`config.mk`:
```
export PLATFORM = sky130hd
export DESIGN_NAME = overcurrent_frequency_throttle_top_flat
export DESIGN_NICKNAME = d
export VERILOG_FILES = /design/src/hdl/oft_pkg.sv /design/src/hdl/oft_in_if.sv /design/src/hdl/oft_out_if.sv /design/src/hdl/oft_ram.sv /design/src/hdl/overcurrent_frequency_throttle_top.sv /design/src/flat_wrapper.sv
export SDC_FILE = /design/constraint.sdc
export NUM_CORES = 2
export LEC_CHECK = 0
export BUFFER_PORTS_ARGS = -buffer_cell sky130_fd_sc_hd__buf_2
export CORE_ASPECT_RATIO = 1.1
export CORE_MARGIN = 2
export CORE_UTILIZATION = 60
export DETAILED_ROUTE_END_ITERATION = 10
export MAX_ROUTING_LAYER = met4
export PLACE_DENSITY = 0.77
export SLEW_MARGIN = 40
export SYNTH_ARGS = -nofsm -noshare
export SYNTH_HDL_FRONTEND = slang
export SYNTH_SLANG_ARGS = --single-unit
```
`constraint.sdc`:
```
create_clock -name clk -period 10.1 [get_ports clk]
set_input_delay 2.02 -clock clk [delete_from_list [all_inputs] [get_ports clk]]
set_output_delay 2.02 -clock clk [all_outputs]
set_load 0.02 [all_outputs]
```
`src/hdl/oft_pkg.sv`:
```
// ----------------------------------------------------------------------------
// oft_pkg
// Shared widths, codes and reset values of the overcurrent frequency throttle.
// ----------------------------------------------------------------------------
package oft_pkg;

  // Number of frequency levels covered by the tick histogram
  localparam int LEVELS = 32;
  localparam int LVL_AW = (LEVELS > 1) ? $clog2(LEVELS) : 1;

  localparam int LEVEL_W = 5;
  localparam int TICK_W  = 16;
  localparam int CNT_W   = 32;
  localparam int CFG_IDX_W = 2;
  localparam int CFG_DATA_W = TICK_W;

  typedef logic [LEVEL_W-1:0] level_t;
  typedef logic [TICK_W-1:0]  tick_t;
  typedef logic [CNT_W-1:0]   cnt_t;
  typedef logic [LVL_AW-1:0]  hist_addr_t;
  typedef logic [1:0]         func_t;

  // Transaction function codes
  localparam func_t FUNC_ALARM  = 2'd0;
  localparam func_t FUNC_TICK   = 2'd1;
  localparam func_t FUNC_ENABLE = 2'd2;
  localparam func_t FUNC_READ   = 2'd3;

  // Configuration register indexes
  localparam logic [CFG_IDX_W-1:0] CFG_TOP_LEVEL     = 2'd0;
  localparam logic [CFG_IDX_W-1:0] CFG_NO_AFM_LEVEL  = 2'd1;
  localparam logic [CFG_IDX_W-1:0] CFG_DOWN_STEP     = 2'd2;
  localparam logic [CFG_IDX_W-1:0] CFG_RELEASE_TICKS = 2'd3;

  // Reset values
  localparam level_t TOP_LEVEL_RST     = 5'd31;
  localparam level_t NO_AFM_LEVEL_RST  = 5'd31;
  localparam level_t DOWN_STEP_RST     = 5'd1;
  localparam tick_t  RELEASE_TICKS_RST = 16'd100;

  localparam cnt_t HIST_MAX = '1;

endpackage

```
`src/hdl/oft_in_if.sv`:
```
// ----------------------------------------------------------------------------
// oft_in_if
// Request channel: valid/ready handshake carrying one throttle transaction.
// ----------------------------------------------------------------------------
interface oft_in_if import oft_pkg::*; ();

  logic   valid;
  logic   ready;
  func_t  func;
  logic   cluster_online;
  logic   enable_value;
  level_t read_level;

  modport source (
    output valid,
    output func,
    output cluster_online,
    output enable_value,
    output read_level,
    input  ready
  );

  modport sink (
    input  valid,
    input  func,
    input  cluster_online,
    input  enable_value,
    input  read_level,
    output ready
  );

endinterface

```
`src/hdl/oft_out_if.sv`:
```
// ----------------------------------------------------------------------------
// oft_out_if
// Result channel: valid/ready handshake carrying one throttle status word.
// ----------------------------------------------------------------------------
interface oft_out_if import oft_pkg::*; ();

  logic   valid;
  logic   ready;
  level_t cap_level;
  logic   limited;
  logic   active;
  cnt_t   transitions;
  cnt_t   level_ticks;

  modport source (
    output valid,
    output cap_level,
    output limited,
    output active,
    output transitions,
    output level_ticks,
    input  ready
  );

  modport sink (
    input  valid,
    input  cap_level,
    input  limited,
    input  active,
    input  transitions,
    input  level_ticks,
    output ready
  );

endinterface

```
`src/hdl/oft_ram.sv`:
```
// ----------------------------------------------------------------------------
// oft_ram
// Generic RAM: one write port, two read ports, registered read (old data on
// a read that meets a write to the same address).
// ----------------------------------------------------------------------------
module oft_ram #(
  parameter int WIDTH = 32,
  parameter int DEPTH = 32
) (
  input  logic                     clk,
  input  logic                     wr_en,
  input  logic [$clog2(DEPTH)-1:0] wr_addr,
  input  logic [WIDTH-1:0]         wr_data,
  input  logic                     rd_en,
  input  logic [$clog2(DEPTH)-1:0] rd_addr_a,
  input  logic [$clog2(DEPTH)-1:0] rd_addr_b,
  output logic [WIDTH-1:0]         rd_data_a,
  output logic [WIDTH-1:0]         rd_data_b
);

  logic [WIDTH-1:0] mem [DEPTH];
  logic [WIDTH-1:0] rd_data_a_r;
  logic [WIDTH-1:0] rd_data_b_r;

  always_ff @(posedge clk) begin
    if (wr_en) begin
      mem[wr_addr] <= wr_data;
    end
    if (rd_en) begin
      rd_data_a_r <= mem[rd_addr_a];
      rd_data_b_r <= mem[rd_addr_b];
    end
  end

  assign rd_data_a = rd_data_a_r;
  assign rd_data_b = rd_data_b_r;

endmodule

```
`src/hdl/overcurrent_frequency_throttle_top.sv`:
```
// ----------------------------------------------------------------------------
// overcurrent_frequency_throttle_top
// Frequency-cap controller: overcurrent alarms lower the cap level, ticks run
// a release countdown and fill a per-level residency histogram.
// ----------------------------------------------------------------------------
// Pipeline: control update at accept (stage 0), histogram read-modify-write
//   in stage 1, then the result waits in the output register to be taken.
// Throughput: one transaction per cycle while the output is not stalled;
//   the histogram RAM has two read ports and one write port, so each
//   transaction needs one pass through it.
// Reset: synchronous, active low; registers take their documented values and
//   the histogram reads as zero at once through per-level valid bits.
// ----------------------------------------------------------------------------
module overcurrent_frequency_throttle_top import oft_pkg::*; (
  input  logic                  clk,
  input  logic                  rst_n,
  input  logic                  cfg_wr_en,
  input  logic [CFG_IDX_W-1:0]  cfg_index,
  input  logic [CFG_DATA_W-1:0] cfg_data,
  oft_in_if.sink                in_ch,
  oft_out_if.source             out_ch
);

  // --------------------------------------------------------------------------
  // Configuration registers
  // --------------------------------------------------------------------------
  level_t top_level_r;
  level_t no_afm_level_r;
  level_t down_step_r;
  tick_t  release_ticks_r;

  always_ff @(posedge clk) begin
    if (!rst_n) begin
      top_level_r     <= TOP_LEVEL_RST;
      no_afm_level_r  <= NO_AFM_LEVEL_RST;
      down_step_r     <= DOWN_STEP_RST;
      release_ticks_r <= RELEASE_TICKS_RST;
    end else if (cfg_wr_en) begin
      case (cfg_index)
        CFG_TOP_LEVEL:     top_level_r     <= cfg_data[LEVEL_W-1:0];
        CFG_NO_AFM_LEVEL:  no_afm_level_r  <= cfg_data[LEVEL_W-1:0];
        CFG_DOWN_STEP:     down_step_r     <= cfg_data[LEVEL_W-1:0];
        CFG_RELEASE_TICKS: release_ticks_r <= cfg_data[TICK_W-1:0];
        default: ;
      endcase
    end
  end

  // --------------------------------------------------------------------------
  // Handshake: stage 1 feeds the output register; the output register is the
  // buffer that lets a new transaction in while a result waits to be taken.
  // --------------------------------------------------------------------------
  logic s1_valid_r;
  logic out_valid_r;
  logic s1_fire;
  logic in_fire;

  assign s1_fire      = s1_valid_r && (!out_valid_r || out_ch.ready);
  assign in_ch.ready  = !s1_valid_r || s1_fire;
  assign in_fire      = in_ch.valid && in_ch.ready;

  // --------------------------------------------------------------------------
  // Stage 0: scalar control state, updated at accept
  // --------------------------------------------------------------------------
  level_t cap_r,      cap_nxt;
  logic   enabled_r,  enabled_nxt;
  logic   limited_r,  limited_nxt;
  tick_t  rel_r,      rel_nxt;
  cnt_t   chg_r,      chg_nxt;
  logic   hist_inc;

  always_comb begin
    cap_nxt     = cap_r;
    enabled_nxt = enabled_r;
    limited_nxt = limited_r;
    rel_nxt     = rel_r;
    chg_nxt     = chg_r;
    hist_inc    = 1'b0;
    case (in_ch.func)
      FUNC_ALARM: begin
        // Ignore while disabled or with the cluster offline
        if (enabled_r && in_ch.cluster_online) begin
          limited_nxt = 1'b1;
          cap_nxt     = (cap_r >= down_step_r) ? (cap_r - down_step_r) : '0;
          chg_nxt     = chg_r + 1'b1;
          rel_nxt     = release_ticks_r;
        end
      end
      FUNC_TICK: begin
        // Residency counts the cap held before this tick
        hist_inc = enabled_r && (32'(cap_r) < LEVELS);
        if (limited_r) begin
          if (rel_r > tick_t'(1)) begin
            rel_nxt = rel_r - 1'b1;
          end else begin
            // Countdown done: release, restore top level only when online
            rel_nxt     = '0;
            limited_nxt = 1'b0;
            if (in_ch.cluster_online) begin
              cap_nxt = top_level_r;
              chg_nxt = chg_r + 1'b1;
            end
          end
        end
      end
      FUNC_ENABLE: begin
        if ((in_ch.enable_value != enabled_r) && in_ch.cluster_online) begin
          if (in_ch.enable_value) begin
            cap_nxt = top_level_r;
          end else begin
            // Disable: drop any pending release and cap at the no-AFM level
            rel_nxt     = '0;
            limited_nxt = 1'b0;
            cap_nxt     = no_afm_level_r;
          end
          enabled_nxt = in_ch.enable_value;
        end
      end
      FUNC_READ: ;
      default: ;
    endcase
  end

  always_ff @(posedge clk) begin
    if (!rst_n) begin
      cap_r     <= TOP_LEVEL_RST;
      enabled_r <= 1'b1;
      limited_r <= 1'b0;
      rel_r     <= '0;
      chg_r     <= '0;
    end else if (in_fire) begin
      cap_r     <= cap_nxt;
      enabled_r <= enabled_nxt;
      limited_r <= limited_nxt;
      rel_r     <= rel_nxt;
      chg_r     <= chg_nxt;
    end
  end

  // --------------------------------------------------------------------------
  // Stage 1 register: post-update status plus histogram addresses
  // --------------------------------------------------------------------------
  level_t     s1_cap_r;
  logic       s1_lim_r;
  logic       s1_act_r;
  cnt_t       s1_chg_r;
  logic       s1_inc_r;
  hist_addr_t s1_inc_addr_r;
  hist_addr_t s1_rd_addr_r;
  logic       s1_rd_ok_r;

  hist_addr_t inc_addr;
  hist_addr_t rd_addr;

  assign inc_addr = LVL_AW'(cap_r);
  assign rd_addr  = LVL_AW'(in_ch.read_level);

  always_ff @(posedge clk) begin
    if (!rst_n) begin
      s1_valid_r <= 1'b0;
    end else if (in_fire) begin
      s1_valid_r <= 1'b1;
    end else if (s1_fire) begin
      s1_valid_r <= 1'b0;
    end
  end

  always_ff @(posedge clk) begin
    if (in_fire) begin
      s1_cap_r      <= cap_nxt;
      s1_lim_r      <= limited_nxt;
      s1_act_r      <= enabled_nxt;
      s1_chg_r      <= chg_nxt;
      s1_inc_r      <= hist_inc;
      s1_inc_addr_r <= inc_addr;
      s1_rd_addr_r  <= rd_addr;
      s1_rd_ok_r    <= (32'(in_ch.read_level) < LEVELS);
    end
  end

  // --------------------------------------------------------------------------
  // Histogram: RAM plus per-level valid bits (unwritten levels read as zero).
  // The last write is held for forwarding, since a read issued at the edge of
  // that write returns the old word.
  // --------------------------------------------------------------------------
  logic [LEVELS-1:0] hvalid_r;
  logic              wb_valid_r;
  hist_addr_t        wb_addr_r;
  cnt_t              wb_data_r;

  cnt_t ram_a;
  cnt_t ram_b;
  cnt_t a_eff;
  cnt_t b_eff;
  cnt_t inc_val;
  cnt_t ticks_val;
  logic hist_we;

  oft_ram #(
    .WIDTH (CNT_W),
    .DEPTH (LEVELS)
  ) u_hist_ram (
    .clk       (clk),
    .wr_en     (hist_we),
    .wr_addr   (s1_inc_addr_r),
    .wr_data   (inc_val),
    .rd_en     (in_fire),
    .rd_addr_a (inc_addr),
    .rd_addr_b (rd_addr),
    .rd_data_a (ram_a),
    .rd_data_b (ram_b)
  );

  always_comb begin
    if (wb_valid_r && (wb_addr_r == s1_inc_addr_r)) begin
      a_eff = wb_data_r;
    end else if (hvalid_r[s1_inc_addr_r]) begin
      a_eff = ram_a;
    end else begin
      a_eff = '0;
    end

    if (wb_valid_r && (wb_addr_r == s1_rd_addr_r)) begin
      b_eff = wb_data_r;
    end else if (hvalid_r[s1_rd_addr_r]) begin
      b_eff = ram_b;
    end else begin
      b_eff = '0;
    end

    // Saturate at all ones
    inc_val = (a_eff == HIST_MAX) ? a_eff : (a_eff + 1'b1);

    // Report after this transaction's own update
    if (!s1_rd_ok_r) begin
      ticks_val = '0;
    end else if (s1_inc_r && (s1_rd_addr_r == s1_inc_addr_r)) begin
      ticks_val = inc_val;
    end else begin
      ticks_val = b_eff;
    end
  end

  assign hist_we = s1_fire && s1_inc_r;

  always_ff @(posedge clk) begin
    if (!rst_n) begin
      hvalid_r   <= '0;
      wb_valid_r <= 1'b0;
    end else if (hist_we) begin
      hvalid_r[s1_inc_addr_r] <= 1'b1;
      wb_valid_r              <= 1'b1;
    end
  end

  always_ff @(posedge clk) begin
    if (hist_we) begin
      wb_addr_r <= s1_inc_addr_r;
      wb_data_r <= inc_val;
    end
  end

  // --------------------------------------------------------------------------
  // Output register
  // --------------------------------------------------------------------------
  level_t out_cap_r;
  logic   out_lim_r;
  logic   out_act_r;
  cnt_t   out_chg_r;
  cnt_t   out_ticks_r;

  always_ff @(posedge clk) begin
    if (!rst_n) begin
      out_valid_r <= 1'b0;
    end else if (s1_fire) begin
      out_valid_r <= 1'b1;
    end else if (out_ch.ready) begin
      out_valid_r <= 1'b0;
    end
  end

  always_ff @(posedge clk) begin
    if (s1_fire) begin
      out_cap_r   <= s1_cap_r;
      out_lim_r   <= s1_lim_r;
      out_act_r   <= s1_act_r;
      out_chg_r   <= s1_chg_r;
      out_ticks_r <= ticks_val;
    end
  end

  assign out_ch.valid       = out_valid_r;
  assign out_ch.cap_level   = out_cap_r;
  assign out_ch.limited     = out_lim_r;
  assign out_ch.active      = out_act_r;
  assign out_ch.transitions = out_chg_r;
  assign out_ch.level_ticks = out_ticks_r;

  // --------------------------------------------------------------------------
  // Assertions
  // --------------------------------------------------------------------------
  // Throttling can only await release while the operation is enabled
  a_limited_needs_enable: assert property (@(posedge clk) disable iff (!rst_n)
    limited_r |-> enabled_r)
    else $error("limited flag set while throttling disabled");

  // Transition count moves only with an accepted transaction
  a_chg_only_on_accept: assert property (@(posedge clk) disable iff (!rst_n)
    !in_fire |=> $stable(chg_r))
    else $error("transition count changed without a transaction");

  // A stalled stage-1 transaction is neither lost nor overwritten
  a_s1_holds: assert property (@(posedge clk) disable iff (!rst_n)
    (s1_valid_r && !s1_fire) |=> (s1_valid_r && $stable(s1_chg_r)))
    else $error("stage 1 transaction dropped during stall");

  // Histogram write goes out only with a tick that reached stage 1
  a_hist_we_valid: assert property (@(posedge clk) disable iff (!rst_n)
    hist_we |=> (hvalid_r[$past(s1_inc_addr_r)] && out_valid_r))
    else $error("histogram write without a completed transaction");

endmodule
```
`src/flat_wrapper.sv`:
```
// flat-port wrapper written by rule: the top's interface ports become plain ports
module overcurrent_frequency_throttle_top_flat import oft_pkg::*;
  (clk, rst_n, cfg_wr_en, cfg_index, cfg_data, in_ch_valid, in_ch_func, in_ch_cluster_online, in_ch_enable_value, in_ch_read_level, in_ch_ready, out_ch_valid, out_ch_cap_level, out_ch_limited, out_ch_active, out_ch_transitions, out_ch_level_ticks, out_ch_ready);
  oft_in_if in_ch_i ();
  oft_out_if out_ch_i ();
  input  logic clk;
  input  logic rst_n;
  input  logic cfg_wr_en;
  input  logic [CFG_IDX_W-1:0] cfg_index;
  input  logic [CFG_DATA_W-1:0] cfg_data;
  input wire logic [$bits(in_ch_i.valid)-1:0] in_ch_valid;
  input wire logic [$bits(in_ch_i.func)-1:0] in_ch_func;
  input wire logic [$bits(in_ch_i.cluster_online)-1:0] in_ch_cluster_online;
  input wire logic [$bits(in_ch_i.enable_value)-1:0] in_ch_enable_value;
  input wire logic [$bits(in_ch_i.read_level)-1:0] in_ch_read_level;
  output wire logic [$bits(in_ch_i.ready)-1:0] in_ch_ready;
  output wire logic [$bits(out_ch_i.valid)-1:0] out_ch_valid;
  output wire logic [$bits(out_ch_i.cap_level)-1:0] out_ch_cap_level;
  output wire logic [$bits(out_ch_i.limited)-1:0] out_ch_limited;
  output wire logic [$bits(out_ch_i.active)-1:0] out_ch_active;
  output wire logic [$bits(out_ch_i.transitions)-1:0] out_ch_transitions;
  output wire logic [$bits(out_ch_i.level_ticks)-1:0] out_ch_level_ticks;
  input wire logic [$bits(out_ch_i.ready)-1:0] out_ch_ready;
  assign in_ch_i.valid = in_ch_valid;
  assign in_ch_i.func = in_ch_func;
  assign in_ch_i.cluster_online = in_ch_cluster_online;
  assign in_ch_i.enable_value = in_ch_enable_value;
  assign in_ch_i.read_level = in_ch_read_level;
  assign in_ch_ready = in_ch_i.ready;
  assign out_ch_valid = out_ch_i.valid;
  assign out_ch_cap_level = out_ch_i.cap_level;
  assign out_ch_limited = out_ch_i.limited;
  assign out_ch_active = out_ch_i.active;
  assign out_ch_transitions = out_ch_i.transitions;
  assign out_ch_level_ticks = out_ch_i.level_ticks;
  assign out_ch_i.ready = out_ch_ready;
  overcurrent_frequency_throttle_top u_core (.clk(clk), .rst_n(rst_n), .cfg_wr_en(cfg_wr_en), .cfg_index(cfg_index), .cfg_data(cfg_data), .in_ch(in_ch_i), .out_ch(out_ch_i));
endmodule
```
After elaboration in Yosys (flattened, before gate mapping)
Memory sizes are Yosys's and may differ from the RTL's. A register that Yosys moved wholly into a read port is not among the register bits. Index checks and enable logic that the tools add are counted.

Reductions and logical operators: 23. Bitwise logic cells: 1. Magnitude comparators: 5. Multiplexer cells: 45. Add/subtract/negate cells: 4. Equality and inequality tests: 14.

Operator list (number): 2-to-1 mux 32 bit (10); 2-to-1 mux 16 bit (5); adder 32 x 1 -> 32 bit (second input constant) (2); one-hot mux 32 bit (2 select lines) (1); one-hot mux 16 bit (3 select lines) (1); 2-to-1 mux 5 bit (7); equality test 32 bit (second input constant) (1); bitwise OR 32 bit (1); greater-than comparator 16 x 1 -> 1 bit (second input constant) (1); 2-to-1 mux 1 bit (16); subtractor 16 x 1 -> 16 bit (second input constant) (1); equality test 5 bit (3); one-hot mux 5 bit (3 select lines) (1); less-than comparator 5 x 6 -> 1 bit (second input constant) (2); binary-select mux 1 bit (select 5 bit) (2); logical AND 1 bit (9); AND reduction 2 bit (4); equality test 2 bit (second input constant) (3); inequality test 2 x 1 -> 1 bit (second input constant) (3); AND reduction 6 bit (1); demux 1 bit (select 5 bit) (1); greater-or-equal comparator 5 x 1 -> 1 bit (second input constant) (1); greater-or-equal comparator 5 bit (1); subtractor 5 bit (1); other kinds (9) (14).

Memories: 1. Output and inout bits: 73. Bits of input ports: 32. Bits in registers: 279. Memory bits (writable): 1024.

Memory list: u_core.u_hist_ram.mem (depth 32, width 32, read ports 2, clocked after memory_dff 2, write ports 1, RTL line oft_ram.sv:21) `logic [WIDTH-1:0] mem [DEPTH];`.

Logic depth before layout (Yosys ltp)
Depth in word-level cells: 7. Mapped depth: 14. Depth with buffers taken out: 11.

Hierarchy
From an unflattened synthesis, not the netlist that was laid out.

Cells, all modules: 4851. Area total of the unflattened synthesis: 64718.3 um^2.

Modules (own cells, without submodules): oft_ram (cells an instance 3450, area an instance 50682.4 um^2, sequential area each 32671.3 um^2, instances 1); overcurrent_frequency_throttle_top (cells an instance 1401, area an instance 14036.0 um^2, sequential area each 7166.9 um^2, instances 1).

Worst setup path before layout
No wires, ideal clock.

Path type: input to register. From: input port out_ch_ready. To: register u_core.s1_act_r, enable pin. Buffers on the path: 1. Data required time: 9.578 ns. Stages: 5. Setup slack: 3.750 ns. Arrival: 5.828 ns. Cell sequence: nor2b_1 > nand2_1 > nand2_1 > inv_2 > buf_1.

Cells in the longest elaborated chain, start to end: 4.

Ends and longest elaborated chain: start: declaration (RTL line flat_wrapper.sv:23) `input wire logic [$bits(out_ch_i.ready)-1:0] out_ch_ready;`; logical OR 1 bit (RTL line overcurrent_frequency_throttle_top.sv:58) `assign s1_fire = s1_valid_r && (!out_valid_r || out_ch.ready);`; logical AND 1 bit (RTL line overcurrent_frequency_throttle_top.sv:58); logical OR 1 bit (RTL line overcurrent_frequency_throttle_top.sv:59) `assign in_ch.ready = !s1_valid_r || s1_fire;`; named net in_ch_ready (RTL line flat_wrapper.sv:16) `output wire logic [$bits(in_ch_i.ready)-1:0] in_ch_ready;`; logical AND 1 bit (RTL line overcurrent_frequency_throttle_top.sv:60) `assign in_fire = in_ch.valid && in_ch.ready;`; named net u_core.in_fire (RTL line overcurrent_frequency_throttle_top.sv:56) `logic in_fire;`; end signal: assignment (RTL line overcurrent_frequency_throttle_top.sv:172) `s1_act_r <= enabled_nxt;`; end: declaration (RTL line overcurrent_frequency_throttle_top.sv:145) `logic s1_act_r;`.

The timed path passes the listed nets, and every way through them passes these cells. A chain may end at the register's enable or synchronous reset.

Worst setup path in the final report
From: register u_core.s1_inc_addr_r[1]. To: register u_core.out_ticks_r[5] (netlist: u_core.out_ch.level_ticks[5]) (data pin).

Cells in the longest elaborated chain, start to end: 7. Elaborated cells between the ends (all ways): 12.

Ends and longest elaborated chain: start: declaration (RTL line overcurrent_frequency_throttle_top.sv:148) `hist_addr_t s1_inc_addr_r;`; start signal: assignment (RTL line overcurrent_frequency_throttle_top.sv:175) `s1_inc_addr_r <= inc_addr;`; binary-select mux 1 bit (select 5 bit) (RTL line overcurrent_frequency_throttle_top.sv:217) `end else if (hvalid_r[s1_inc_addr_r]) begin`; 2-to-1 mux 1 bit (implied by the code) (RTL line overcurrent_frequency_throttle_top.sv:217); 2-to-1 mux 32 bit (RTL line overcurrent_frequency_throttle_top.sv:217); 2-to-1 mux 32 bit * (RTL line overcurrent_frequency_throttle_top.sv:215) `if (wb_valid_r && (wb_addr_r == s1_inc_addr_r)) begin`; adder 32 x 1 -> 32 bit or equality test 32 bit (tied branches) (RTL line overcurrent_frequency_throttle_top.sv:232) `inc_val = (a_eff == HIST_MAX) ? a_eff : (a_eff + 1'b1);`; 2-to-1 mux 32 bit * (RTL line overcurrent_frequency_throttle_top.sv:232); named net u_core.inc_val[5] (RTL line overcurrent_frequency_throttle_top.sv:195) `cnt_t inc_val;`; 2-to-1 mux 32 bit * (RTL line overcurrent_frequency_throttle_top.sv:237) `end else if (s1_inc_r && (s1_rd_addr_r == s1_inc_addr_r)) begin`; end signal: assignment (RTL line overcurrent_frequency_throttle_top.sv:288) `out_ticks_r <= ticks_val;`; end: declaration (RTL line overcurrent_frequency_throttle_top.sv:270) `cnt_t out_ticks_r;`.

Mark *: on every way through the listed nets, which the timed path passes. The rest lies on a longest branch. The select of a mux whose other input is x is not followed.

==> flow_metrics.py <==
metrics = {
    "hold_path": {
        "min_path_cells": 0,
        "min_path_type": "flip-flop to flip-flop",
        "hp-start": "u_core.s1_chg_r[9]",
        "whs_endpoint": "u_core.out_ch.transitions[9]",
    },
    "floorplan": {
        "die_y_um": 343,
        "rows": 124,
        "die_area_um2": 107000,
        "core_area_um2": 104000,
        "ios": 105,
        "fp.dieW_um": 312,
        "start_util": 0.603,
    },
    "setup_path": {
        "required_ns": 10.61,
        "r2r_end": "u_core.out_ch.level_ticks[5]",
        "r2r_slack_ns": 5.01,
        "crit_path_start_kind": "flip-flop",
        "crit_path_end_kind": "flip-flop",
        "path_class": "flip-flop to flip-flop",
        "rr_startpoint": "u_core.s1_inc_addr_r[1]",
        "arrival_ns": 5.59,
        "r2r_cells": 10,
        "cp_max_fo": 32,
    },
    "status": {
        "status": "finished, final reports clean",
    },
    "sta": {
        "worst_slew_pin_slew_ns": 0.954,
        "max_freq_mhz": 197,
        "finalClockSkew_ns": 0.0270,
        "hold_viol": 0,
        "rsz0062_at_grt": "false",
        "finalSetupViolCount": 0,
        "final.min_clock_period_ns": 5.09,
        "period_share": 0.504,
        "finalMaxSlewViolations": 0,
        "slew_headroom": 0.364,
        "setup_tns_ns": 0,
    },
    "synth": {
        "syn_inst": 3340,
        "synth_area_leaders": "edfxtp_1, mux4_2, dfxtp_1",
        "synth_edf_count": 1246,
        "yosysSeqAreaShare": 0.637,
        "synth.distinct_cells": 94,
        "synth_ff_type": "edfxtp_1",
        "ys_async_sr_fraction": 0,
        "syn_area_um2": 62500,
        "yosys_warnings": 0,
        "synth_nets": 3385,
        "synth_top_area_cell": "edfxtp_1",
        "syn_area_per_cell_um2": 18.7,
        "ys_ff_latch": 1367,
        "synth_top_area_frac": 0.599,
    },
    "grt": {
        "grt_usage": 0.343,
        "antenna_found_initial": 4,
        "grt_pass1_wl_um": 253000,
        "grt_start_max_net_pins": 142,
        "grt-ovfl-total": 0,
        "grt_pass1_vias": 36751,
    },
    "drt": {
        "ant_nets": 0,
        "dr_total_vias": 36779,
        "first_pass_iters": 6,
        "avgViaCountPerCell": 7.42,
        "drtIter0Drc": 5620,
        "drc": 0,
        "wl_per_cell_um": 35.3,
        "wirelength_um": 175000,
    },
    "cells_and_area": {
        "nFillCells": 6564,
        "drive_gt1_frac": 0.349,
        "multiInputGateArea_um2": 22100,
        "mostFrequentLayoutCell": "edfxtp_1",
        "synthToLayoutAreaGrowth_pct": 12.1,
        "layout_common_cells": "edfxtp_1, mux4_2, nand2_1",
        "final_cells": 4955,
        "layout.area.seq_um2": 39900,
        "final_net_count": 3503,
        "final_core_util": 0.676,
    },
    "cts": {
        "cts_resized": 0,
        "cts_root_buffer": "clkbuf_16",
        "htreeDepth": 4,
        "clk_latency_ns": 0.78,
        "clock_sinks": 1367,
        "cts_made_buffers": 139,
        "cts_hold_buf": 0,
        "clk_pin_slew_worst_paths_ns": 0.06,
        "clockBufferDepth": 3,
        "post_cts_buffers": 0,
        "cts_tree": "done",
    },
    "flow_run": {
        "cap_viol_max_count": 0,
    },
    "pwr": {
        "power_density_nw_per_um2": 180,
        "peakVddDrop_mv": 0.230,
        "p_leak_nw": 23.0,
    },
    "placement": {
        "post-dp-hpwl_um": 98500,
        "place_inst": 4693,
        "portBuffers": 104,
        "place.gp.congestion": 0.978,
    },
}
[state kept, by name, summed over array words and instances (netlist names), 5 cells and up]
signal	count
u_core.top_level_r	5
u_core.down_step_r	5
u_core.u_hist_ram.mem	1024
u_core.chg_r	32
u_core.out_ch.transitions	32
u_core.wb_addr_r	5
u_core.hvalid_r	32
u_core.s1_rd_addr_r	5
u_core.out_ch.level_ticks	32
u_core.no_afm_level_r	5
u_core.s1_chg_r	32
u_core.rel_r	16
u_core.s1_inc_addr_r	5
u_core.cap_r	5
u_core.u_hist_ram.rd_data_b	32
u_core.wb_data_r	32
u_core.release_ticks_r	16
u_core.u_hist_ram.rd_data_a	32
u_core.out_ch.cap_level	5
u_core.s1_cap_r	5
[synth_stat cells (26+ instances only)]
cell type / count
a21boi_0: 41
a21o_1: 28
a21oi_1: 63
a22oi_1: 39
a31oi_1: 29
and3_1: 38
buf_1: 53
clkbuf_1: 169
dfxtp_1: 121
edfxtp_1: 1246
inv_1: 39
mux2_2: 67
mux4_2: 655
nand2_1: 188
nand3_1: 28
nor2_1: 107
nor2b_1: 26
o21a_1: 35
o21ai_0: 55
[stage by stage]
step	area (um2)	hold WS, ns	total power [mW]	worst slack (ns)
2_1_floorplan	62500	0.400	7.27	3.75
3_3_place_gp	64900	0.401	7.60	4.79
3_5_place_dp	65500	0.405	7.65	4.76
4_1_cts	69900	0.418	12.6	4.93
5_1_grt	70100	0.421	12.9	4.73
6_report	70100	0.417	12.6	5.01
[logic make-up (layout without fill, tap and decap cells)]
logic type | count (synthesis) | count (layout) | share of synthesized area
flops | 1367 | 1367 | 0.637
mux | 742 | 742 | 0.251
simple gates | 504 | 504 | 0.0402
compound gates | 410 | 410 | 0.0474
buf+inv | 274 | 500 | 0.0169
xor+xnor | 30 | 30 | 0.00420
fa+ha+maj | 13 | 13 | 0.00272
other cells | 0 | 3 | 0
[where the power goes]
| group | switching, mW | total [mW] | leakage (nW) | internal, mW |
|---|---|---|---|---|
| combinational | 0.639 | 1.15 | 8.32 | 0.514 |
| sequential | 0.0929 | 6.40 | 12.6 | 6.31 |
| clock | 2.22 | 5.04 | 2.14 | 2.82 |
[worst max-delay path by stage]
stage,start,endpoint,slack (ns)
final,u_core.s1_inc_addr_r[1],u_core.out_ch.level_ticks[5],5.01
after global routing,u_core.s1_inc_addr_r[1],u_core.u_hist_ram.mem[21][19],4.73
after CTS,u_core.s1_inc_addr_r[1],u_core.u_hist_ram.mem[18][31],4.93
after detailed placement,out_ch_ready,u_core.u_hist_ram.mem[6][11],4.76
after global placement,in_ch_read_level[0],u_core.u_hist_ram.rd_data_b[29],4.79
after floorplan,out_ch_ready,u_core.s1_act_r,3.75
[critical path, stage by stage (launching register included)]
cell      delay [ns]
edfxtp_1        0.87
xor2_1          0.26
or4_1           0.76
nor2_4          0.40
buf_4           0.43
nor3b_1         0.11
a21oi_2         0.47
nor4_4          0.15
nor3_1          0.70
xnor2_4         0.35
a21o_1          0.32
[final cells by class]
cell class              count  share of cell area
clock inverters            86              0.0111
well taps                1386              0.0247
multi-input cells        1699               0.315
diodes                      3            0.000107
clock buffers             163              0.0517
flip-flops and latches   1367               0.569
repair buffers            210              0.0266
inverters                  41             0.00227
[routing by layer]
| metal | vias up | wire, um | GRT usage |
|---|---|---|---|
| met5 | - | 0 | - |
| met4 | 0 | 9210 | 0.171 |
| met3 | 503 | 20200 | 0.0692 |
| met2 | 2799 | 85800 | 0.527 |
| met1 | 19117 | 59900 | 0.443 |
| li1 | 14360 | - | - |
No activity file was read; power rests on OpenSTA's default activity.
